<file path="src/rtl/rpvg_pkg.sv">
`timescale 1ns / 1ps
// ----------------------------------------------------------------------------
// rpvg_pkg
// Shared constants, tables and types of the polygon vertex generator.
// ----------------------------------------------------------------------------
package rpvg_pkg;

  localparam int ANGLE_BITS   = 16;                      // binary turn width
  localparam int MAX_SIDES    = 64;                      // side count clamp
  localparam int N_W          = $clog2(MAX_SIDES + 1);   // clamped side count
  localparam int COORD_W      = 16;
  localparam int RADIUS_W     = 15;
  localparam int SIDES_W      = 7;
  localparam int DEG_W        = 9;
  localparam int DEG_FULL     = 360;
  localparam int TURN_W       = 32;                      // CORDIC angle word
  localparam int CORDIC_STEPS = 24;
  localparam int FRAC_BITS    = 16;
  localparam int XW           = 34;                      // CORDIC datapath
  localparam int GAIN_W       = 30;
  localparam int GAIN_SHIFT   = 30 - FRAC_BITS;
  localparam logic [GAIN_W-1:0] GAIN_Q30 = 30'd652032874;

  // serial divider widths: one full turn over the side count
  localparam int DIV_NUM_W = ANGLE_BITS + 1;
  localparam int DIV_DEN_W = N_W;

  // base angle floor((deg * 2^16 + 180) / 360) = floor((deg * 2^13 + 22) / 45),
  // done as a reciprocal multiply by ceil(2^28 / 45); exact for deg below 360
  localparam int DEG_LSH      = ANGLE_BITS - 3;
  localparam int DEG_Y_W      = DEG_W + DEG_LSH;
  localparam int DEG_BIAS     = 22;
  localparam int DEG_RECIP_W  = 23;
  localparam int DEG_RECIP_SH = 28;
  localparam logic [DEG_RECIP_W-1:0] DEG_RECIP = 23'd5965233;

  // arctangent of 2^-i in 32-bit turns
  localparam logic [TURN_W-1:0] ATAN_TURN32 [0:CORDIC_STEPS-1] = '{
    32'd536870912, 32'd316933406, 32'd167458907, 32'd85004756,
    32'd42667331,  32'd21354465,  32'd10679838,  32'd5340245,
    32'd2670163,   32'd1335087,   32'd667544,    32'd333772,
    32'd166886,    32'd83443,     32'd41722,     32'd20861,
    32'd10430,     32'd5215,      32'd2608,      32'd1304,
    32'd652,       32'd326,       32'd163,       32'd81
  };

  typedef struct packed {
    logic signed [COORD_W-1:0] cx;
    logic signed [COORD_W-1:0] cy;
    logic [RADIUS_W-1:0]       radius;
    logic [SIDES_W-1:0]        sides;
    logic [DEG_W-1:0]          rot_deg;
    logic                      solid;
  } rpvg_req_t;

  typedef struct packed {
    logic                      valid;
    logic [ANGLE_BITS-1:0]     angle;
    logic [RADIUS_W-1:0]       radius;
    logic signed [COORD_W-1:0] cx;
    logic signed [COORD_W-1:0] cy;
    logic                      solid;
    logic                      last;
  } rpvg_vtx_t;

endpackage

</file>
<file path="src/rtl/rpvg_div.sv">
`timescale 1ns / 1ps
// ----------------------------------------------------------------------------
// rpvg_div
// Restoring divider, one quotient bit per cycle.
// ----------------------------------------------------------------------------
module rpvg_div (
  input  logic                            clk,
  input  logic                            rst,
  input  logic                            start,
  input  logic [rpvg_pkg::DIV_NUM_W-1:0]  num,
  input  logic [rpvg_pkg::DIV_DEN_W-1:0]  den,
  output logic                            busy,
  output logic                            done,
  output logic [rpvg_pkg::DIV_NUM_W-1:0]  quo,
  output logic [rpvg_pkg::DIV_DEN_W-1:0]  rem
);

  localparam int NW    = rpvg_pkg::DIV_NUM_W;
  localparam int DW    = rpvg_pkg::DIV_DEN_W;
  localparam int CNT_W = $clog2(NW + 1);

  logic [CNT_W-1:0] cnt;
  logic [DW-1:0]    dreg;
  logic [DW:0]      trial;
  logic             ge;
  logic [DW-1:0]    rem_next;

  always_comb begin
    trial    = {rem, quo[NW-1]};
    ge       = (trial >= {1'b0, dreg});
    rem_next = ge ? DW'(trial - {1'b0, dreg}) : trial[DW-1:0];
  end

  always_ff @(posedge clk) begin
    if (rst) begin
      busy <= 1'b0;
      done <= 1'b0;
      cnt  <= '0;
    end else begin
      done <= 1'b0;
      if (start) begin
        busy <= 1'b1;
        cnt  <= CNT_W'(NW);
        rem  <= '0;
        quo  <= num;
        dreg <= den;
      end else if (busy) begin
        rem <= rem_next;
        quo <= {quo[NW-2:0], ge};
        cnt <= cnt - CNT_W'(1);
        if (cnt == CNT_W'(1)) begin
          busy <= 1'b0;
          done <= 1'b1;
        end
      end
    end
  end

  a_done_after_busy: assert property (@(posedge clk) disable iff (rst)
    done |-> $past(busy))
    else $error("divider done without a running division");

endmodule

</file>
<file path="src/rtl/rpvg_seq.sv">
`timescale 1ns / 1ps
// ----------------------------------------------------------------------------
// rpvg_seq
// Request capture, angle setup and per-vertex angle stepping.
// ----------------------------------------------------------------------------
module rpvg_seq (
  input  logic                 clk,
  input  logic                 rst,
  input  logic                 req_valid,
  output logic                 req_ready,
  input  rpvg_pkg::rpvg_req_t  req,
  input  logic                 adv,
  output rpvg_pkg::rpvg_vtx_t  vtx
);

  localparam int AB = rpvg_pkg::ANGLE_BITS;
  localparam int NW = rpvg_pkg::N_W;
  localparam int DN = rpvg_pkg::DIV_NUM_W;
  localparam int DD = rpvg_pkg::DIV_DEN_W;
  localparam int DG = rpvg_pkg::DEG_W;
  localparam int YW = rpvg_pkg::DEG_Y_W;
  localparam int PW = rpvg_pkg::DEG_Y_W + rpvg_pkg::DEG_RECIP_W;

  typedef enum logic [1:0] {S_IDLE, S_DIV, S_RUN} state_t;

  state_t  state;
  logic    accept;
  logic    start;
  logic [NW-1:0] n_clamp;
  logic [DG-1:0] deg_mod;
  logic [DN-1:0] num_turn;

  logic            busy_n, done_n;
  logic [DN-1:0]   quo_n;
  logic [DD-1:0]   rem_n;

  // per-request registers
  logic [NW-1:0]   n;
  logic [DG-1:0]   deg;
  logic [NW-1:0]   idx;
  logic [AB-1:0]   base;
  logic [AB-1:0]   qstep;
  logic [NW-1:0]   rstep;
  logic [AB-1:0]   step;
  logic [NW-1:0]   rem;
  logic signed [rpvg_pkg::COORD_W-1:0] cx, cy;
  logic [rpvg_pkg::RADIUS_W-1:0]       radius;
  logic            solid;

  logic            issue;
  logic            is_last;
  logic [NW:0]     rsum;
  logic            carry;
  logic [NW-1:0]   rem_next;
  logic [AB-1:0]   step_next;
  logic [YW-1:0]   deg_y;
  logic [PW-1:0]   base_prod;

  always_comb begin
    accept  = req_valid && req_ready;
    n_clamp = (int'(req.sides) >= rpvg_pkg::MAX_SIDES) ?
              NW'(rpvg_pkg::MAX_SIDES) : NW'(req.sides);
    deg_mod = (int'(req.rot_deg) >= rpvg_pkg::DEG_FULL) ?
              DG'(req.rot_deg - DG'(rpvg_pkg::DEG_FULL)) : req.rot_deg;
    num_turn = DN'(1) << AB;
    start    = accept && (n_clamp != '0);
  end

  // base angle by reciprocal multiply, settles while the divider runs
  always_comb begin
    deg_y     = YW'({deg, rpvg_pkg::DEG_LSH'(0)}) + YW'(rpvg_pkg::DEG_BIAS);
    base_prod = PW'(deg_y) * PW'(rpvg_pkg::DEG_RECIP);
  end

  rpvg_div u_div_turn (
    .clk(clk), .rst(rst), .start(start), .num(num_turn), .den(DD'(n_clamp)),
    .busy(busy_n), .done(done_n), .quo(quo_n), .rem(rem_n)
  );

  // step_i = floor((i * turn + n/2) / n), advanced by quotient and remainder
  always_comb begin
    req_ready = (state == S_IDLE);
    issue     = (state == S_RUN) && adv;
    is_last   = (idx == NW'(n - NW'(1)));
    rsum      = {1'b0, rem} + {1'b0, rstep};
    carry     = (rsum >= {1'b0, n});
    rem_next  = carry ? NW'(rsum - {1'b0, n}) : rsum[NW-1:0];
    step_next = step + qstep + AB'(carry);

    vtx.valid  = issue;
    vtx.angle  = base + step;
    vtx.radius = radius;
    vtx.cx     = cx;
    vtx.cy     = cy;
    vtx.solid  = solid;
    vtx.last   = is_last;
  end

  always_ff @(posedge clk) begin
    if (rst) begin
      state <= S_IDLE;
    end else begin
      case (state)
        S_IDLE: begin
          if (start) begin
            state  <= S_DIV;
            n      <= n_clamp;
            deg    <= deg_mod;
            cx     <= req.cx;
            cy     <= req.cy;
            radius <= req.radius;
            solid  <= req.solid;
          end
        end
        S_DIV: begin
          if (done_n) begin
            state <= S_RUN;
            base  <= base_prod[rpvg_pkg::DEG_RECIP_SH +: AB];
            qstep <= quo_n[AB-1:0];
            rstep <= rem_n[NW-1:0];
            step  <= '0;
            rem   <= n >> 1;
            idx   <= '0;
          end
        end
        S_RUN: begin
          if (issue) begin
            step <= step_next;
            rem  <= rem_next;
            idx  <= idx + NW'(1);
            if (is_last) begin
              state <= S_IDLE;
            end
          end
        end
        default: state <= S_IDLE;
      endcase
    end
  end

  a_div_done_in_setup: assert property (@(posedge clk) disable iff (rst)
    done_n |-> (state == S_DIV))
    else $error("divider finished outside angle setup");

  a_div_idle_in_run: assert property (@(posedge clk) disable iff (rst)
    (state == S_RUN) |-> !busy_n)
    else $error("divider still running while vertices issue");

  a_rem_bound: assert property (@(posedge clk) disable iff (rst)
    (state == S_RUN) |-> (rem < n))
    else $error("step remainder not below side count");

endmodule

</file>
<file path="config.mk">
export PLATFORM = sky130hd
export DESIGN_NAME = rpvg_seq
export DESIGN_NICKNAME = d
export VERILOG_FILES = /design/src/rtl/rpvg_pkg.sv /design/src/rtl/rpvg_div.sv /design/src/rtl/rpvg_seq.sv
export SDC_FILE = /design/constraint.sdc
export NUM_CORES = 1
export LEC_CHECK = 0
export BUFFER_PORTS_ARGS = -buffer_cell sky130_fd_sc_hd__buf_4
export CORE_MARGIN = 1
export CORE_UTILIZATION = 59
export DETAILED_ROUTE_END_ITERATION = 16
export GPL_TIMING_DRIVEN = 0
export PLACE_DENSITY = 0.8
export RECOVER_POWER = 100
export SLEW_MARGIN = 20
export SYNTH_ARGS = -nofsm -noshare
export SYNTH_HDL_FRONTEND = slang
export SYNTH_SLANG_ARGS = --single-unit
</file>
<file path="constraint.sdc">
create_clock -name clk -period 6.74 [get_ports clk]
set_input_delay 0.337 -clock clk [delete_from_list [all_inputs] [get_ports clk]]
set_output_delay 0.337 -clock clk [all_outputs]
set_load 0.1 [all_outputs]
</file>
== After elaboration in Yosys (flattened, before gate mapping) ==
Cells that the tools add are included.
Storage, ports and cells
  register bits after elaboration: 173
  bits of input ports: 68
  output and inout bits: 67
  logic and storage cells: 87
Cells by class
  $add $sub $neg: 11
  multiply operators: 1
  order comparisons: 4
  eq/ne operators: 8
  mux-type cells: 26
  bitwise gates (word level): 2
  reductions and logical operators: 15
Operators by type and width (count)
  $mux 7: 8
  $mul 22x23->44 const B: 1
  $add 16x16->16: 2
  $mux 16: 2
  $pmux 16 s2: 1
  $pmux 7 s2: 2
  $add 22x5->22 const B: 1
  $mux 17: 1
  $add 16x1->16: 1
  $ge 8x7->1: 2
  $sub 7x7->7: 2
  $mux 5: 2
  $ge 9x9->1 const B: 1
  $mux 9: 1
  $sub 9x9->9 const B: 1
  $add 7x7->8: 1
  $mux 2: 4
  $reduce_and 4->1: 2
  $add 7x1->7 const B: 1
  $eq 7x7->1: 1
  $ge 7x7->1 const B: 1
  $reduce_bool 7->1: 1
  $sub 7x1->7 const B: 1
  $pmux 2 s3: 1
  other kinds (15): 26

== Depth between registers and ports, before layout ==
Gate-level depths: netlist of run 1.
  depth after elaboration: 6
  mapped depth: 21
  depth with buffers taken out: 21

== Cells and area by module ==
From an unflattened synthesis of run 1, not the netlist that was laid out.
Unflattened totals
  cells, all modules: 1006
  area, all modules: 11811.3 um^2
Modules (own cells, without submodules)
  rpvg_seq: instances 1, cells each 850, area each 9836.9 um^2, seq. area each 4033.9 um^2
  rpvg_div: instances 1, cells each 156, area each 1974.4 um^2, seq. area each 1071.0 um^2

== Least setup slack after synthesis of run 1 ==
OpenSTA, ideal clock, no wires.
  path type: reg2reg
  from: reg deg[8]
  to: reg base[15] (data pin)
  setup time: 260 ps
  data arrival time: 4886 ps
  required time: 6480 ps
  setup slack: 1595 ps
  cell stages (with the launch flop): 20
  path buffers: 0
  period minus slack after synthesis: 5145 ps
  cells stage by stage: edfxtp_1 ha_1 inv_1 fa_1 inv_1 fa_1 inv_1 fa_1 inv_1 ha_1 ha_1 ha_1 ha_1 a21oi_1 nor3b_1 o21a_1 o221ai_1 a21o_1 a31oi_1 xnor2_1
Between the ends
  word-level cells in the longest chain between the ends: 2
Ends and longest elaborated chain
  start, declared: RTL line rpvg_seq.sv:39  | logic [DG-1:0] deg;
  start signal, assigned: RTL line rpvg_seq.sv:108  | deg <= deg_mod;
  $add 22x5->22: RTL line rpvg_seq.sv:71  | deg_y = YW'({deg, rpvg_pkg::DEG_LSH'(0)}) + YW'(rpvg_pkg::DEG_BIAS);
  $mul 22x23->44: RTL line rpvg_seq.sv:72  | base_prod = PW'(deg_y) * PW'(rpvg_pkg::DEG_RECIP);
  named net base_prod[43]: RTL line rpvg_seq.sv:57  | logic [PW-1:0] base_prod;
  end signal, assigned: RTL line rpvg_seq.sv:118  | base <= base_prod[rpvg_pkg::DEG_RECIP_SH +: AB];
  end, declared: RTL line rpvg_seq.sv:41  | logic [AB-1:0] base;
The timed path passes the listed nets, and every way through them passes these cells.
A chain may end at the register's enable or synchronous reset.

== Worst setup path after layout of run 1 ==
  from: reg deg[8]
  to: reg base[10] (data pin)
Same word-level chain as after synthesis.

==> qor.yml, run 1 <==
netlist_instances: 1024
ios: 135
clockRootBuffer: "clkbuf_16"
hold_violations: 0
vias_per_cell: 5.52
start_kind: "flip-flop"
cts_resized: 0
gp_congestion: 0.885
cts.sinks: 173
synth_top_family_by_area: "adder cells"
post_drt_wl_per_cell_um: 16.4
fmax_mhz: 164
synth.avg_cell_area_um2: 11.5
yosysSeqAreaShare_pct: 43.4
fin_crit_ps: 6080
cts.path.max_buffers: 2
cts_made_buffers: 17
areaGrowthSynthToFinish_pct: 14.5
setup_slack_ps: 661
post_cts_buffers: 0
synth-edff-count: 164
cp.arrival_ps: 6250
dieHeight_um: 143
synth_warnings: 0
grt_pass1_vias: 8203
ant_nets: 0
max_slew_margin_pct: -35.8
finalCritPeriodShare_pct: 90.2
coreArea_um2: 19500
grt_pass1_wl_mm: 39.2
synth-seq-cells: 173
synthAdderAreaFrac_pct: 25.5
cts_htree_levels: 4
dp.final_hpwl_mm: 19.1
diodes: 0
clock_skew_ps: 16.5
hold_path.class: "in -> reg"
synthSimpleGateAreaFrac_pct: 10.3
maxSlewViolCount: 50
path_clk_slew_ps: 80
synth.area.mux_share_pct: 1.29
synth_ff_type: "edfxtp_1"
worstMarginPinSlew_ps: 2030
grt_max_degree: 25
place_ws_ps: 933
track_usage_pct: 25.1
drc: 0
violations: "max-capacitance violations, max-slew violations"
dr_total_vias: 8066
maxCapViolCount: 2
cts_hold_buf: 0
setup_violations: 0
worst-setup-path-type: "reg -> reg"
insertion_delay_ps: 440
synth-xor-area-share_pct: 5.81
path_max_fanout: 7
required_ps: 6910
row_count: 51
antenna_found_initial: 0
dieArea_um2: 20500
gr-total-overflow: 0
wl_mm: 24.0
detail_route.first_pass.iterations: 5
layout-drive-gt1-share_pct: 9.27
synth.distinct_cells: 63
synth_area_um2: 11800
status: "complete, but fails checks"
ys_async_sr_fraction_pct: 0
synth_compound_area_share_pct: 9.35
die_width_um: 143
critPathCaptureType: "flip-flop"
port-buffer-count: 134
nets: 1473
fin_tns_setup_ps: 0
start_util_pct: 60.3
tritoncts: "done"
rsz0062_at_grt: "no"
drt_iter0_markers: 488
synth_nets: 1313
-- Yosys cell counts, drive strengths merged (3+ instances only) --
cell type	n	area, um^2
edfxtp	164	4920
clkbuf	10	37.5
o31ai	4	48.8
nand4	8	50.1
nor3	18	90.1
ha	189	2360
nor4b	4	35.0
nand2	41	154
a31oi	10	62.6
nor3b	5	37.5
o21bai	6	45.0
xor2	28	245
xnor2	50	438
a21o	19	143
o21a	6	45.0
o21ai	41	209
fa	32	641
dfxtp	9	180
a2111oi	5	45.0
o211ai	3	22.5
nand2b	7	43.8
buf	3	22.5
a21boi	4	30.0
mux2i	14	140
a211oi	7	57.6
and2	26	163
nor2b	17	106
inv	120	450
or3	3	20.0
and3	8	50.1
nand3	18	103
nor2	69	262
a21oi	50	254
-- registers in the layout (all words and copies together) (netlist names), 5 cells and up --
name	flops
deg	9
rem	7
step	16
u_div_turn.cnt	5
radius	15
u_div_turn.quo	17
base	16
cx	16
u_div_turn.dreg	7
cy	16
u_div_turn.rem	7
rstep	7
n	7
qstep	16
idx	7
-- cell type report --
| class | instances | area (um^2) |
|---|---|---|
| Clock buffer | 17 | 425 |
| Clock inverter | 15 | 211 |
| Inverter | 120 | 450 |
| Sequential cell | 173 | 5100 |
| Multi-Input combinational cell | 718 | 6110 |
| Timing Repair Buffer | 141 | 773 |
| Fill cell | 1523 | 6050 |
| Buffer | 13 | 60.1 |
| Tap cell | 265 | 332 |
-- cell usage in the layout, fill, tap and decap left out, types with 28 or more instances in the layout --
cell and instances:
xor2_1 28, clkbuf_4 49, nand2_1 41, ha_1 189, clkbuf_1 86, xnor2_1 50, edfxtp_1 164, a21oi_1 49
o21ai_0 39, nor2_1 69, fa_1 32, inv_1 120
-- critical path, stage by stage, from the launching register on --
cell,delay [ps]
edfxtp_1,530
ha_1,400
inv_1,90
fa_1,550
inv_1,70
fa_1,540
inv_1,60
fa_1,570
inv_1,60
ha_1,310
inv_1,50
ha_1,280
ha_1,290
ha_1,360
nand3_1,150
o31ai_1,80
a31o_2,240
o21ai_0,430
nand3b_2,270
a221oi_1,350
xnor2_1,110
-- path summary, 6_finish.rpt --
check / startpoint / end / slack (ps) / cells after the start
setup / recovery: deg[8] / base[10] / 660 / 20
setup reg to reg: deg[8] / base[10] / 660 / 20
hold reg to reg: u_div_turn.quo[4] / qstep[4] / 440 / 0
hold / removal: req[0] / solid / 90 / 1
-- metal layers --
layer / vias to the layer above / wire length, um / GRT usage (%)
met4: 0 / 419 / 8.51
met3: 30 / 1320 / 5.60
met5: - / 0 / 0
met1: 3811 / 10300 / 30.2
met2: 227 / 12000 / 44.2
li1: 3998 / - / -
-- stage by stage --
| step | cell area, um^2 | utilization, % | std cells | hold slack, ps |
|---|---|---|---|---|
| final | 13500 | 69.0 | 1462 | 90.3 |
| after global routing | 13500 | 69.0 | 1462 | 68.5 |
| after CTS | 13900 | 71.2 | 1462 | 53.3 |
| after detailed placement | 13300 | 68.0 | 1430 | 425 |
| after global placement | 13100 | 67.1 | 1423 | 422 |
| after floorplan | 11800 | - | 1024 | 414 |
-- cells by family (layout without fill, tap and decap cells) --
kind of cell / after synthesis / count (layout)
simple gates: 236 / 236
fa+ha+maj: 221 / 221
flops: 173 / 173
buf+inv: 133 / 306
xor+xnor: 78 / 78
mux: 15 / 15
compound gates: 168 / 168
Power of run 1 is not shown: default switching activity piles up to over one toggle a cycle in this logic, so the estimate is an artifact.
==> run 2, diff against run 1 <==
--- a/config.mk
+++ b/config.mk
@@ -6,13 +6,16 @@
 export NUM_CORES = 1
 export LEC_CHECK = 0
 export BUFFER_PORTS_ARGS = -buffer_cell sky130_fd_sc_hd__buf_4
+export CAP_MARGIN = 30
 export CORE_MARGIN = 1
 export CORE_UTILIZATION = 59
 export DETAILED_ROUTE_END_ITERATION = 16
 export GPL_TIMING_DRIVEN = 0
+export HOLD_SLACK_MARGIN = 0.1
 export PLACE_DENSITY = 0.8
 export RECOVER_POWER = 100
 export SLEW_MARGIN = 20
 export SYNTH_ARGS = -nofsm -noshare
 export SYNTH_HDL_FRONTEND = slang
+export SYNTH_HIERARCHICAL = 1
 export SYNTH_SLANG_ARGS = --single-unit
==> qor.yml, run 2 <==
internal_power_w: 0.00327
top_usage_layer: "met2"
synth-seq-cells: 173  # unchanged
ant_nets: 0  # unchanged
grtUsageMet2_pct: 48.0  # +3.8 points
netlist_instances: 1006  # -1.8%
cts.sinks: 173  # unchanged
post_drt_wl_per_cell_um: 16.5  # +0.14%
drt_iter0_markers: 440  # -9.8%
tritoncts: "done"
grt_pass1_vias: 8591  # +4.7%
path_max_fanout: 4  # -3
p_clk_share_pct: 17.3
clockRootBuffer: "clkbuf_16"
diodes: 0  # unchanged
synth_area_leader_cell: "edfxtp_1"
setup_violations: 0  # unchanged
critPathCaptureType: "flip-flop"
areaGrowthSynthToFinish_pct: 19.0
finalCritPeriodShare_pct: 94.1  # +3.9 points
rsz0062_at_grt: "no"
synth.distinct_cells: 68  # +7.9%
final_cells: 1512  # +3.4%
max_slew_margin_pct: -42.9  # -7.1 points
ys_async_sr_fraction_pct: 0  # unchanged
fill_cells: 1442  # -5.3%
start_util_pct: 60.5  # +0.22 points
synth.avg_cell_area_um2: 11.7  # +2.2%
dp.final_hpwl_mm: 18.6  # -2.8%
yosysSeqAreaShare_pct: 43.2  # -0.16 points
synth_warnings: 6  # +6
insertion_delay_ps: 430  # about the same
power.share.combinational_pct: 57.1
swShare_pct: 43.4
largest_reg_flops: 17  # unchanged
gr-total-overflow: 0  # unchanged
dieHeight_um: 143  # +0.19%
fmax_mhz: 158  # -4.2%
synth_area_um2: 11800  # +0.37%
layout-drive-gt1-share_pct: 10.5  # +1.2 points
clock_skew_ps: 9.43  # -7.07 ps
antenna_found_initial: 0  # unchanged
worst-setup-path-type: "reg -> reg"
path_clk_slew_ps: 70  # about the same
synth_ff_type: "edfxtp_1"
gp_congestion: 0.853  # -3.6%
synth_top_area_share_pct: 41.7  # -0.16 points
seqPwrFrac_pct: 25.6
ios: 135  # unchanged
layout_common_cells: "189 x ha_1, 164 x edfxtp_1, 132 x inv_1"
grt_pass1_wl_mm: 41.2  # +5.1%
die_width_um: 143  # +0.19%
p_switching_w: 0.00251
maxCapViolCount: 3  # +1
slowest_stage: "fa_1"
synth_commonest_cells: "189 x ha_1, 164 x edfxtp_1, 132 x inv_1"
place_inst: 1429  # -0.070%
wl_mm: 24.9  # +3.6%
detail_route.first_pass.iterations: 5  # unchanged
port-buffer-count: 134  # unchanged
worstRegToRegCells: 21  # +5.0%
drc: 0  # unchanged
row_count: 51  # unchanged
cp.arrival_ps: 6560  # +310 ps
grt_max_degree: 32  # +28%
ir_drop_uv: 272
final_common_cell: "ha_1"
post_cts_buffers: 0  # unchanged
status: "complete, but fails checks"
p_leak_nw: 6.10
worstMarginPinSlew_ps: 2130  # +106 ps
nets: 1524  # +3.5%
violations: "max-capacitance violations, max-slew violations"
cellPowerDensity_nw_per_um2: 411
coreArea_um2: 19500  # unchanged
dieArea_um2: 20600  # +0.37%
maxSlewViolCount: 85  # +70%
start_kind: "flip-flop"
slowest_delay_ps: 570  # about the same
seq_area_um2: 5100  # unchanged
path_cells: "ha_1, inv_1, fa_1, inv_1, fa_1, inv_1, fa_1, inv_1, ha_1, inv_1, ha_1, ha_1, ha_1, and3_1, a221o_1, a221o_1, a2bb2oi_1, a21oi_1, o21ai_0, mux2i_1, a221oi_1"
fin_crit_ps: 6340  # +265 ps
hold_depth: 2  # +1
dr_total_vias: 8177  # +1.4%
synthTopCellsByArea: "edfxtp_1 42%, ha_1 20%, fa_1 5.6%, xnor2_1 4.7%, inv_1 4.2%"
hold_violations: 0  # unchanged
grt_use_met1_pct: 30.9  # +0.76 points
multi_input_area_um2: 6150  # +0.53%
track_usage_pct: 26.2  # +1.1 points
hold_path.class: "in -> reg"
cts.path.max_buffers: 2  # unchanged
cts_made_buffers: 17  # unchanged
regMostFlops: "u_div_turn/quo"
hold_slack_ps: 117  # +26.4 ps
vias_per_cell: 5.41  # -2.0%
synth.most_common_cell: "ha_1"
cts_htree_levels: 4  # unchanged
synth-edff-count: 164  # unchanged
required_ps: 6960  # +50 ps
grt_use_met3_pct: 4.73  # -0.87 points
==> run 2: cell types whose count changed after synthesis, sizes merged, moves of 5 or more <==
cell   delta
nor2     -35
mux2     +18
o21ai    -15
xnor2    +13
inv      +12
mux2i    -11
nand3     +8
a31oi     -6
nand2     -6
a21o      -5
nor2b     +5
==> run 2: per-stage QoR <==
stage / cell area, um^2 / setup WS (ps) / setup TNS [ps] / power, W / util [%]
2_1_floorplan: 11900 / 662 / 0 / 0.00405 / -
3_3_place_gp: 13200 / -1940 / -58070 / 0.00474 / 67.6
3_5_place_dp: 13300 / 439 / 0 / 0.00482 / 68.2
4_1_cts: 14400 / 398 / 0 / 0.00589 / 73.9
5_1_grt: 14100 / 85.9 / 0 / 0.00624 / 72.0
6_report: 14100 / 396 / 0 / 0.00579 / 72.0
==> run 2: timing repair <==
item                                   in CTS  in global routing
gates resized for setup                     0                  2
hold buffers                               51                  0
setup endpoints to repair                   0                  1
endpoints found under the hold margin      51                  0
==> run 2: power by group through the flow <==
stage	Sequential [W]	Clock (W)	Combinational, W
6_report	0.00148	0.00100	0.00330
5_1_grt	0.00150	0.00105	0.00369
3_5_place_dp	0.00150	0	0.00332
2_1_floorplan	0.00164	0	0.00241
3_3_place_gp	0.00151	0	0.00322
4_1_cts	0.00148	0.00101	0.00340
==> run 2: logic make-up after synthesis <==
group / Yosys count / share of synthesized area, %
buf+inv: 149 / 5.03
xor+xnor: 88 / 6.53
other cells: 2 / 0.0636
compound gates: 152 / 8.71
flops: 173 / 43.2
mux: 22 / 2.10
fa+ha+maj: 222 / 25.6
simple gates: 198 / 8.74
==> run 2: layout make-up <==
type                            instances  share of cell area, %
Buffer                                 16                  0.587
Clock buffer                           17                   3.03
Clock inverter                         15                   1.26
Inverter                              133                   3.56
Multi-Input combinational cell        699                   43.7
Sequential cell                       173                   36.3
Tap cell                              265                   2.36
Timing Repair Buffer                  194                   9.18
==> run 2: worst max-delay path: cells and delay by family, from the launching register on <==
kind / cells / cell delay (ps)
fa+ha+maj: 8 / 3250
mux: 1 / 160
buf+inv: 5 / 310
compound gates: 6 / 1720
simple gates: 1 / 170
flops: 1 / 510
==> run 2: final timing paths <==
check                                         from   endpoint  slack [ps]
worst max-delay path                        deg[5]   base[12]         400
worst min-delay path                           rst   state[0]         120
worst max register to register              deg[5]   base[12]         400
worst min register to register  u_div_turn/quo[11]  qstep[11]         450
==> run 2: metal layers <==
layer | wire (um) | part of all wire, %
met1 | 10300 | 42
met2 | 12900 | 52
met3 | 1240 | 5.0
met4 | 431 | 1.7
met5 | 0 | 0
(Power assumes the default switching activity.)
==> run 3, diff against run 2 <==
--- a/config.mk
+++ b/config.mk
@@ -12,6 +12,7 @@
 export DETAILED_ROUTE_END_ITERATION = 16
 export GPL_TIMING_DRIVEN = 0
 export HOLD_SLACK_MARGIN = 0.1
+export MAX_ROUTING_LAYER = met4
 export PLACE_DENSITY = 0.8
 export RECOVER_POWER = 100
 export SLEW_MARGIN = 20
@@ -19,3 +20,4 @@
 export SYNTH_HDL_FRONTEND = slang
 export SYNTH_HIERARCHICAL = 1
 export SYNTH_SLANG_ARGS = --single-unit
+export TNS_END_PERCENT = 10
==> qor.yml, run 3 (same netlist as run 2, synthesis figures left out) <==
post_cts_buffers: 0  # unchanged
port-buffer-count: 134  # unchanged
grt_pass1_vias: 8593  # +0.023%
row_count: 51  # unchanged
start_kind: "flip-flop"
drc: 0  # unchanged
final_common_cell: "ha_1"
hold_path.class: "in -> reg"
clockRootBuffer: "clkbuf_16"
layout_common_cells: "189 x ha_1, 164 x edfxtp_1, 132 x inv_1"
grt_max_degree: 32  # unchanged
worstMarginPinSlew_ps: 2070  # -61.7 ps
start_util_pct: 60.5  # unchanged
hold_violations: 0  # unchanged
fill_cells: 1445  # +0.21%
rsz0062_at_grt: "no"
path_max_fanout: 4  # unchanged
ant_nets: 0  # unchanged
diodes: 0  # unchanged
drt_iter0_markers: 395  # -10%
top_usage_layer: "met2"
grt_use_met1_pct: 31.7  # +0.74 points
required_ps: 6960  # about the same
tritoncts: "done"
place_inst: 1429  # unchanged
power_w: 0.00574  # -0.76%
status: "complete, but fails checks"
largest_reg_flops: 17  # unchanged
fin_crit_ps: 6260  # -80.4 ps
coreArea_um2: 19500  # unchanged
worst-setup-path-type: "reg -> reg"
hold_slack_ps: 136  # +19.0 ps
cts_made_buffers: 17  # unchanged
finalCritPeriodShare_pct: 92.9  # -1.2 points
wl_mm: 24.7  # -0.67%
antenna_found_initial: 0  # unchanged
post_drt_wl_per_cell_um: 16.4  # -0.54%
final_cells: 1510  # -0.13%
regMostFlops: "u_div_turn/quo"
cp.arrival_ps: 6480  # -80 ps
cts.path.max_buffers: 2  # unchanged
nets: 1523  # -0.066%
ios: 135  # unchanged
cts_htree_levels: 4  # unchanged
vias_per_cell: 5.41  # about the same
dp.final_hpwl_mm: 18.6  # -0.20%
p_leak_nw: 6.09  # -0.21%
grt_use_met3_pct: 4.00  # -0.73 points
fmax_mhz: 160  # +1.3%
grt_pass1_wl_mm: 40.6  # -1.4%
insertion_delay_ps: 430  # about the same
violations: "max-capacitance violations, max-slew violations"
dieHeight_um: 143  # unchanged
clock_skew_ps: 14.6  # +5.17 ps
gp_congestion: 0.910  # +6.7%
cts.sinks: 173  # unchanged
maxCapViolCount: 3  # unchanged
cellPowerDensity_nw_per_um2: 409  # -0.58%
path_clk_slew_ps: 70  # about the same
die_width_um: 143  # unchanged
layout-drive-gt1-share_pct: 10.4  # -0.063 points
grtUsageMet2_pct: 45.8  # -2.2 points
critPathCaptureType: "flip-flop"
max_slew_margin_pct: -38.7  # +4.1 points
detail_route.first_pass.iterations: 5  # unchanged
dieArea_um2: 20600  # unchanged
areaGrowthSynthToFinish_pct: 18.8
dr_total_vias: 8167  # -0.12%
ir_drop_uv: 328  # +21%
gr-total-overflow: 0  # unchanged
track_usage_pct: 26.6  # +0.46 points
setup_violations: 0  # unchanged
maxSlewViolCount: 84  # -1.2%
run 3: area by class of cell:
cell class / count / area, um^2 / share of cell area (%)
inverter: 133 / 500 / 3.57
sequential: 173 / 5100 / 36.4
timing repair buffer: 193 / 1270 / 9.07
multi-input combinational: 699 / 6150 / 43.8
buffer: 16 / 82.6 / 0.588
tap: 265 / 332 / 2.36
clock buffer: 17 / 425 / 3.03
clock inverter: 14 / 170 / 1.21
run 3: path summary, 6_finish.rpt:
check | startpoint | endpoint | slack, ps | cells past startpoint
min reg2reg | u_div_turn/quo[3] | qstep[3] | 440 | 0
max reg2reg | deg[5] | base[12] | 480 | 21
max | deg[5] | base[12] | 480 | 21
min | rst | state[0] | 140 | 2
run 3: metrics by stage:
step                TNS, ps  setup slack (ps)  util, %  instance area, um^2
floorplan                 0               662        -                11900
global placement     -65610             -2190     67.6                13200
detailed placement        0               455     68.2                13300
CTS                       0               386     73.9                14400
global route              0               126     71.9                14000
finish                    0               476     71.9                14000
run 3: routing by layer:
layer	share of wire (%)	up-vias	wire (um)
met2	50	242	12300
met1	43	3861	10600
met4	2.8	0	685
met3	4.5	47	1120
met5	0	-	0
li1	-	4017	-
run 3: timing repair:
action	CTS	global route
resized for setup	0	2
endpoints found under the hold margin	50	0
setup endpoints to repair	0	1
hold buffers	50	0
run 3: report_power, final:
part / switching, W / internal [W] / total, W
clock: 0.000461 / 0.000530 / 0.000990
combinational: 0.00194 / 0.00132 / 0.00327
sequential: 0.0000702 / 0.00141 / 0.00148
run 3: critical path, cell delays in order (launching register included):
cell       delay [ps]
edfxtp_1          500
ha_1              350
inv_1              90
fa_1              530
inv_1              50
fa_1              530
inv_1              50
fa_1              550
inv_1              50
ha_1              300
inv_1              50
ha_1              300
ha_1              300
ha_1              300
and3_1            160
a221o_1           300
a221o_1           400
a2bb2oi_1         220
a21oi_1           300
o21ai_0           250
mux2i_1           180
a221oi_1          280
